===== src/rtl/voxel_exposed_face_check_unit_assert.svh =====
// Assertion macros used by the top-level RTL file of the voxel exposed face check unit.
`ifndef VOXEL_EXPOSED_FACE_CHECK_UNIT_ASSERT_SVH
`define VOXEL_EXPOSED_FACE_CHECK_UNIT_ASSERT_SVH

// Checks the property at every rising clock edge outside of reset.
`define VEFC_ASSERT(label, prop, msg) \
  label: assert property (@(posedge clk_i) disable iff (!rst_ni) (prop)) else $error(msg);

// Checks the property at every rising clock edge, during reset as well.
`define VEFC_ASSERT_ALWAYS(label, prop, msg) \
  label: assert property (@(posedge clk_i) (prop)) else $error(msg);

`endif


===== src/rtl/vefc_pkg.sv =====
`timescale 1ns / 1ps
`default_nettype none

package vefc_pkg;

  localparam int TYPE_W = 8;

  typedef logic [TYPE_W-1:0] cell_type_t;

  typedef enum logic {
    KIND_WRITE = 1'b0,
    KIND_QUERY = 1'b1
  } kind_e;

  typedef logic [2:0] step_t;

  localparam step_t STEP_CENTER = 3'd0;
  localparam step_t STEP_X_DN   = 3'd1;
  localparam step_t STEP_X_UP   = 3'd2;
  localparam step_t STEP_Y_DN   = 3'd3;
  localparam step_t STEP_Y_UP   = 3'd4;
  localparam step_t STEP_Z_DN   = 3'd5;
  localparam step_t STEP_Z_UP   = 3'd6;

  typedef struct packed {
    logic       valid;
    logic       visible;
    cell_type_t cell_type;
  } result_t;

endpackage

`default_nettype wire


===== src/rtl/vefc_ctrl.sv =====
`timescale 1ns / 1ps
`default_nettype none

module vefc_ctrl #(
  parameter int GRID_SIDE  = 16,
  parameter int GRID_DEPTH = 64,
  parameter int XW         = 4,
  parameter int ZW         = 6,
  parameter int AW         = 14
) (
  input  wire logic                 clk_i,
  input  wire logic                 rst_ni,
  input  wire logic                 in_valid_i,
  output logic                      in_stall_o,
  input  wire logic                 in_kind_i,
  input  wire logic [3:0]           in_x_pos_i,
  input  wire logic [3:0]           in_y_pos_i,
  input  wire logic [5:0]           in_z_pos_i,
  input  wire vefc_pkg::cell_type_t in_block_type_i,
  input  wire vefc_pkg::cell_type_t air_code_i,
  output logic                      mem_wr_en_o,
  output logic [AW-1:0]             mem_wr_addr_o,
  output vefc_pkg::cell_type_t      mem_wr_data_o,
  output logic                      mem_rd_en_o,
  output logic [AW-1:0]             mem_rd_addr_o,
  input  wire vefc_pkg::cell_type_t mem_rd_data_i,
  output vefc_pkg::result_t         res_o,
  input  wire logic                 res_ready_i
);
  import vefc_pkg::*;

  typedef enum logic [3:0] {
    ST_IDLE  = 4'b0001,
    ST_READ  = 4'b0010,
    ST_DRAIN = 4'b0100,
    ST_DONE  = 4'b1000
  } state_e;

  state_e     st_q, st_d;
  step_t      step_q, step_d;
  step_t      pend_step_q;
  logic       pend_q;
  logic [XW-1:0] x_q;
  logic [XW-1:0] y_q;
  logic [ZW-1:0] z_q;
  logic       inside_q;
  logic       edge_q;
  logic       any_air_q;
  cell_type_t type_q;

  logic          accept;
  logic          in_inside;
  logic          in_edge;
  logic [XW-1:0] in_x;
  logic [XW-1:0] in_y;
  logic [ZW-1:0] in_z;

  assign in_x = XW'(in_x_pos_i);
  assign in_y = XW'(in_y_pos_i);
  assign in_z = ZW'(in_z_pos_i);

  assign in_inside = (32'(in_x_pos_i) < GRID_SIDE) && (32'(in_y_pos_i) < GRID_SIDE) &&
                     (32'(in_z_pos_i) < GRID_DEPTH);
  assign in_edge = (in_x_pos_i == 4'd0) || (32'(in_x_pos_i) == GRID_SIDE - 1) ||
                   (in_y_pos_i == 4'd0) || (32'(in_y_pos_i) == GRID_SIDE - 1) ||
                   (in_z_pos_i == 6'd0) || (32'(in_z_pos_i) == GRID_DEPTH - 1);

  assign in_stall_o = (st_q != ST_IDLE);
  assign accept     = in_valid_i && !in_stall_o;

  assign mem_wr_en_o   = accept && (in_kind_i == KIND_WRITE) && in_inside;
  assign mem_wr_addr_o = {in_x, in_y, in_z};
  assign mem_wr_data_o = in_block_type_i;

  always_comb begin
    unique case (step_q)
      STEP_CENTER: mem_rd_addr_o = {x_q, y_q, z_q};
      STEP_X_DN:   mem_rd_addr_o = {x_q - XW'(1), y_q, z_q};
      STEP_X_UP:   mem_rd_addr_o = {x_q + XW'(1), y_q, z_q};
      STEP_Y_DN:   mem_rd_addr_o = {x_q, y_q - XW'(1), z_q};
      STEP_Y_UP:   mem_rd_addr_o = {x_q, y_q + XW'(1), z_q};
      STEP_Z_DN:   mem_rd_addr_o = {x_q, y_q, z_q - ZW'(1)};
      STEP_Z_UP:   mem_rd_addr_o = {x_q, y_q, z_q + ZW'(1)};
      default:     mem_rd_addr_o = {x_q, y_q, z_q};
    endcase
  end

  assign mem_rd_en_o = (st_q == ST_READ);

  always_comb begin
    st_d   = st_q;
    step_d = step_q;
    unique case (st_q)
      ST_IDLE: begin
        step_d = STEP_CENTER;
        if (accept && (in_kind_i == KIND_QUERY)) begin
          st_d = in_inside ? ST_READ : ST_DONE;
        end
      end
      ST_READ: begin
        step_d = step_q + 3'd1;
        if (step_q == STEP_Z_UP) begin
          st_d = ST_DRAIN;
        end
      end
      ST_DRAIN: begin
        st_d = ST_DONE;
      end
      ST_DONE: begin
        if (res_ready_i) begin
          st_d = ST_IDLE;
        end
      end
      default: begin
        st_d = ST_IDLE;
      end
    endcase
  end

  always_ff @(posedge clk_i or negedge rst_ni) begin
    if (!rst_ni) begin
      st_q   <= ST_IDLE;
      step_q <= STEP_CENTER;
      pend_q <= 1'b0;
    end else begin
      st_q   <= st_d;
      step_q <= step_d;
      pend_q <= (st_q == ST_READ);
    end
  end

  always_ff @(posedge clk_i) begin
    pend_step_q <= step_q;
    if (accept && (in_kind_i == KIND_QUERY)) begin
      x_q       <= in_x;
      y_q       <= in_y;
      z_q       <= in_z;
      inside_q  <= in_inside;
      edge_q    <= in_edge;
      any_air_q <= 1'b0;
      type_q    <= '0;
    end else if (pend_q) begin
      if (pend_step_q == STEP_CENTER) begin
        type_q <= mem_rd_data_i;
      end else if (mem_rd_data_i == air_code_i) begin
        any_air_q <= 1'b1;
      end
    end
  end

  assign res_o.valid     = (st_q == ST_DONE);
  assign res_o.visible   = inside_q && (type_q != air_code_i) && (edge_q || any_air_q);
  assign res_o.cell_type = type_q;

endmodule

`default_nettype wire


===== config.mk =====
export PLATFORM = sky130hd
export DESIGN_NAME = vefc_ctrl
export DESIGN_NICKNAME = d
export VERILOG_FILES = /design/src/rtl/voxel_exposed_face_check_unit_assert.svh /design/src/rtl/vefc_pkg.sv /design/src/rtl/vefc_ctrl.sv
export SDC_FILE = /design/constraint.sdc
export NUM_CORES = 1
export LEC_CHECK = 0
export BUFFER_PORTS_ARGS = -buffer_cell sky130_fd_sc_hd__buf_2
export CAP_MARGIN = 20
export CORE_MARGIN = 2
export CORE_UTILIZATION = 40
export CTS_CLUSTER_SIZE = 10
export DETAILED_ROUTE_END_ITERATION = 7
export PLACE_DENSITY_LB_ADDON = 0.2
export SLEW_MARGIN = 15
export SYNTH_ARGS = -nofsm -noshare
export SYNTH_HDL_FRONTEND = slang
export SYNTH_SLANG_ARGS = --single-unit

===== constraint.sdc =====
create_clock -name clk_i -period 3.3 [get_ports clk_i]
set_input_delay 0.66 -clock clk_i [delete_from_list [all_inputs] [get_ports clk_i]]
set_output_delay 0.66 -clock clk_i [all_outputs]
set_load 0.02 [all_outputs]

# == After elaboration in Yosys (flattened, before gate mapping) ==
# Index checks and enable logic that the tools add are counted.
# op_classes
n_addsub,7
n_eq_ne,19
n_mux,6
bitwise_logic,2
reduce_logical,19
# ops
op,count
$pmux W14 S6,1
$pmux W4 S4,1
$eq A4 B4 Y1 const B,3
$mux W4,3
$eq A3 B3 Y1 const B,3
$add A4 B1 Y4 const B,2
$eq A8 B8 Y1,1
$logic_not A4 Y1,2
$ne A8 B8 Y1,1
$sub A4 B1 Y4 const B,2
$add A6 B1 Y6 const B,1
$eq A3 B2 Y1 const B,2
$eq A6 B6 Y1 const B,1
$logic_not A6 Y1,1
$logic_or A1 B1 Y1,6
$pmux W3 S2,1
$reduce_and A3 Y1,2
$sub A6 B1 Y6 const B,1
$eq A4 B1 Y1 const B,1
$eq A4 B2 Y1 const B,1
$eq A4 B3 Y1 const B,1
$logic_and A1 B1 Y1,4
$ne A2 B1 Y1 const B,2
$ne A4 B1 Y1 const B,1
other kinds (8),9
# totals
register_bits,35
in_bits,43
output_inout_bits,49
elab_cells,63

# == Depth between registers and ports, before layout ==
# depth
depth_word,6
mapped_depth,9
depth_no_buf,9

# == Worst setup path before layout ==
# OpenSTA, ideal clock, no wires.
# synth_path
kind,register to output
startpoint,register step_q[0]
endpoint,output port mem_rd_addr_o[5]
t_arrival_ps,2317
required_ps,2640
path_slack_ps,323
stages_incl_launch_ff,9
path_buffers,0
path_cell_list,dfrtp_1 > inv_1 > ha_1 > nand2_1 > ha_1 > a211oi_1 > a21o_1 > a21oi_1 > nor3_1
# synth_between
elab_chain_cells,2
elab_cells_between_ends,7
classes_between,6 x eq/ne; 1 x mux
# synth_rtl
item,line,text
"start, declared",vefc_ctrl.sv:40,"step_t step_q, step_d;"
"start signal, assigned",vefc_ctrl.sv:127,step_q <= step_d;
"$eq A3 B3 Y1, or another cell as far along",vefc_ctrl.sv:76,unique case (step_q)
$pmux W14 S6 (*),vefc_ctrl.sv:76,
"end, declared",vefc_ctrl.sv:25,"output logic [AW-1:0] mem_rd_addr_o,"
# Every way passes the cells marked *; elsewhere a longest branch is shown, timed or not.

# == Worst setup path in the final report ==
# layout_path
startpoint,register step_q[0]
endpoint,output port mem_rd_addr_o[9]
# Same word-level chain as after synthesis.

==> impl_metrics.yaml <==
outcome:
  status: "completed"
worst_setup_path:
  startpoint: "step_q[0]"
  worstPathArrival_ps: 2460
  start_kind: "flop"
  r2r-start: "st_q[0]"
  critical_path.endpoint_type: "output port"
  path_class: "reg -> out"
  cp_max_fo: 6
  critPathRequiredTime_ps: 2640
logic_synthesis:
  yosys_warnings: 0
  synth_edf_count: 15
  syn_avg_cell_area_um2: 9.47
  netlist_instances: 239
  ys_types: 47
  ys_seq_area_share_pct: 39.4
  synth_area_um2: 2260
  ys.flop_type: "edfxtp_1"
  async_flop_share_pct: 22.9
  synth_nets: 298
  synth-seq-cells: 35
clocking:
  cts_buffers: 5
  cts.htree.levels: 2
  cts_root_buffer: "clkbuf_8"
  clk_latency_ps: 280
  clk_path_buf_depth: 2
  clock_sinks: 35
  holdBufCountCts: 0
  cts_tree: "built"
  path_clk_slew_ps: 70
drt:
  routed_via_density: 4.88
  drtIter0Drc: 58
  drc: 0
  wl_per_cell_um: 12.6
  routed_wirelength_um: 4730
  postRouteAntennaNets: 0
  vias: 1830
  firstDrtPassIters: 4
pwr:
  p_seq_share_pct: 48.7
  combPwrFrac_pct: 22.9
  internal_power_w: 0.000731
  p_sw_share_pct: 30.4
  p_leak_nw: 1.30
  peakVddDrop_mv: 0.212
  p_switching_w: 0.000319
  power_density_nw_per_um2: 387
  clkPwrFrac_pct: 28.4
sta:
  period_share_pct: 94.6
  layout_min_cycle_time_ps: 3120
  hold_viol: 0
  fmax_mhz: 320
  fin_skew_ps: 7.81
  slew_headroom_pct: 67.2
  final-max-slew-violation-count: 0
  finalSetupViolCount: 0
  tightest_slew_ps: 491
die:
  dieArea_um2: 6270
  rows: 27
  ios: 92
  start_util_pct: 41.3
  die_w_um: 79.2
  coreArea_um2: 5470
  die_h_um: 79.2
cells_and_area:
  area_growth_pct: 19.9
  fin_util_pct: 49.6
  nets: 361
  drive_above_1_share_pct: 34.7
  final_cells: 375
  diodes: 0
place:
  place_inst: 366
  portBuffers: 75
  hpwl_um: 3640
  gp_congestion: 0.847
global_routing:
  gr-total-overflow: 0
  grt_max_degree: 27
  track_usage_pct: 15.6
  first_global_vias: 1716
  grt_pass1_wl_um: 7760
  antenna_found_initial: 0
hold_path:
  min_path_type: "in -> async"
run:
  cap_viol_max_count: 0
-- area by class of cell --
type	count	area [um2]
well taps	72	90.1
fillers	542	2760
repair buffers	81	420
clock buffers	6	72.6
multi-input cells	164	1160
clock inverters	2	11.3
inverters	15	61.3
flip-flops and latches	35	895
-- cell usage in the layout, fill, tap and decap left out, types with 3 or more instances in the layout --
cell,netlist,final
o31ai_1,4,4
nor4_1,5,5
o21a_1,3,3
xnor2_1,3,3
buf_4,23,6
nand2b_1,4,4
ha_1,13,12
fa_1,3,3
clkbuf_8,0,5
a21o_1,5,5
o21ai_1,4,4
dfxtp_1,12,12
buf_2,1,75
inv_1,13,12
edfxtp_1,15,15
o21ai_0,6,6
nand2_1,34,32
dfrtp_1,7,5
xor2_1,17,17
a21oi_1,14,14
nor2_1,11,11
nand4_1,3,3
nor3_1,7,7
-- synth_stat cells (2+ instances only) --
| master | instances | share of area [%] |
|---|---|---|
| ha_1 | 13 | 7.2 |
| o21ai_0 | 6 | 1.3 |
| fa_1 | 3 | 2.7 |
| a22o_1 | 2 | 0.77 |
| mux2i_1 | 2 | 0.88 |
| xnor2_1 | 3 | 1.2 |
| inv_1 | 13 | 2.2 |
| and4_1 | 2 | 0.77 |
| nand2_1 | 34 | 5.6 |
| nor3_1 | 7 | 1.5 |
| o21ai_1 | 4 | 0.88 |
| nor2b_1 | 2 | 0.55 |
| nand2b_1 | 4 | 1.1 |
| buf_4 | 23 | 7.6 |
| nand4_1 | 3 | 0.83 |
| o31ai_1 | 4 | 1.3 |
| nor2_1 | 11 | 1.8 |
| xor2_1 | 17 | 6.6 |
| mux2_2 | 2 | 1.0 |
| a21o_1 | 5 | 1.7 |
| nor4_1 | 5 | 1.4 |
| dfxtp_1 | 12 | 11 |
| dfrtp_1 | 7 | 7.7 |
| a21oi_1 | 14 | 3.1 |
| a211oi_1 | 2 | 0.66 |
| or4_1 | 2 | 0.66 |
| edfxtp_1 | 15 | 20 |
| o21a_1 | 3 | 1.0 |
-- flip-flops by register name, indices dropped and copies added, names as in the netlist --
signal,cells
edge_q,1
y_q,4
any_air_q,1
x_q,4
z_q,6
step_q,3
type_q,8
pend_q,1
st_q,4
pend_step_q,3
-- routing by layer --
metal / vias up / share of wire (%) / global-route usage [%]
li1: 939 / - / -
met1: 830 / 47 / 21.1
met2: 52 / 46 / 24.6
met5: - / 0 / 0
met4: 0 / 1.2 / 5.00
met3: 9 / 5.5 / 3.64
-- cell families after synthesis --
group,after synthesis,synth area share [%]
muxes,5,2.38
AOI/OAI and AO/OA,44,12.2
DFF,35,39.4
buffers and inverters,40,10.7
xor gates and xnor gates,20,7.74
adders and majority gates,16,9.85
and+or+nand+nor,79,17.6
-- power by group through the flow --
stage          registers, W  logic [W]  clock network [W]
2_1_floorplan      0.000533   0.000158                  0
3_3_place_gp       0.000520   0.000237                  0
3_5_place_dp       0.000520   0.000239                  0
4_1_cts            0.000511   0.000240           0.000306
5_1_grt            0.000516   0.000269           0.000328
6_report           0.000511   0.000241           0.000298
-- metrics by stage --
stage | hold WS [ps] | setup TNS, ps | setup WS, ps | total power [W] | instance area [um2]
4_1_cts | 203 | 0 | 0.686 | 0.00106 | 2670
5_1_grt | 202 | -3.53 | -3.53 | 0.00111 | 2710
3_3_place_gp | 441 | 0 | 324 | 0.000757 | 2580
6_report | 204 | 0 | 178 | 0.00105 | 2710
3_5_place_dp | 446 | 0 | 266 | 0.000759 | 2580
2_1_floorplan | 364 | 0 | 323 | 0.000691 | 2260
-- worst max-delay path, stage by stage (launching register included) --
cell     delay [ps]
dfrtp_2         450
inv_2           100
ha_1            170
nand2_2         100
ha_1            290
a21o_1          180
a21oi_1         160
mux2i_1         220
mux2_2          350
buf_2           160
-- path summary, 6_finish.rpt --
| kind | endpoint | slack, ps | depth (start not counted) |
|---|---|---|---|
| setup / recovery | mem_rd_addr_o[9] | 180 | 9 |
| hold / removal | step_q[0] | 200 | 1 |
| setup reg to reg | z_q[5] | 1440 | 3 |
| hold reg to reg | pend_step_q[0] | 460 | 0 |
| max in group asynchronous | st_q[0] | 2850 | 1 |
| min in group clk_i | pend_step_q[0] | 460 | 0 |
-- what timing repair did --
action	in CTS	in global routing
setup endpoints to repair	1	4
setup buffers	0	1
endpoints found under the hold margin	0	0
resized for setup	1	10
pin swaps	1	0
Note: power is estimated with default switching activity, not from simulation.
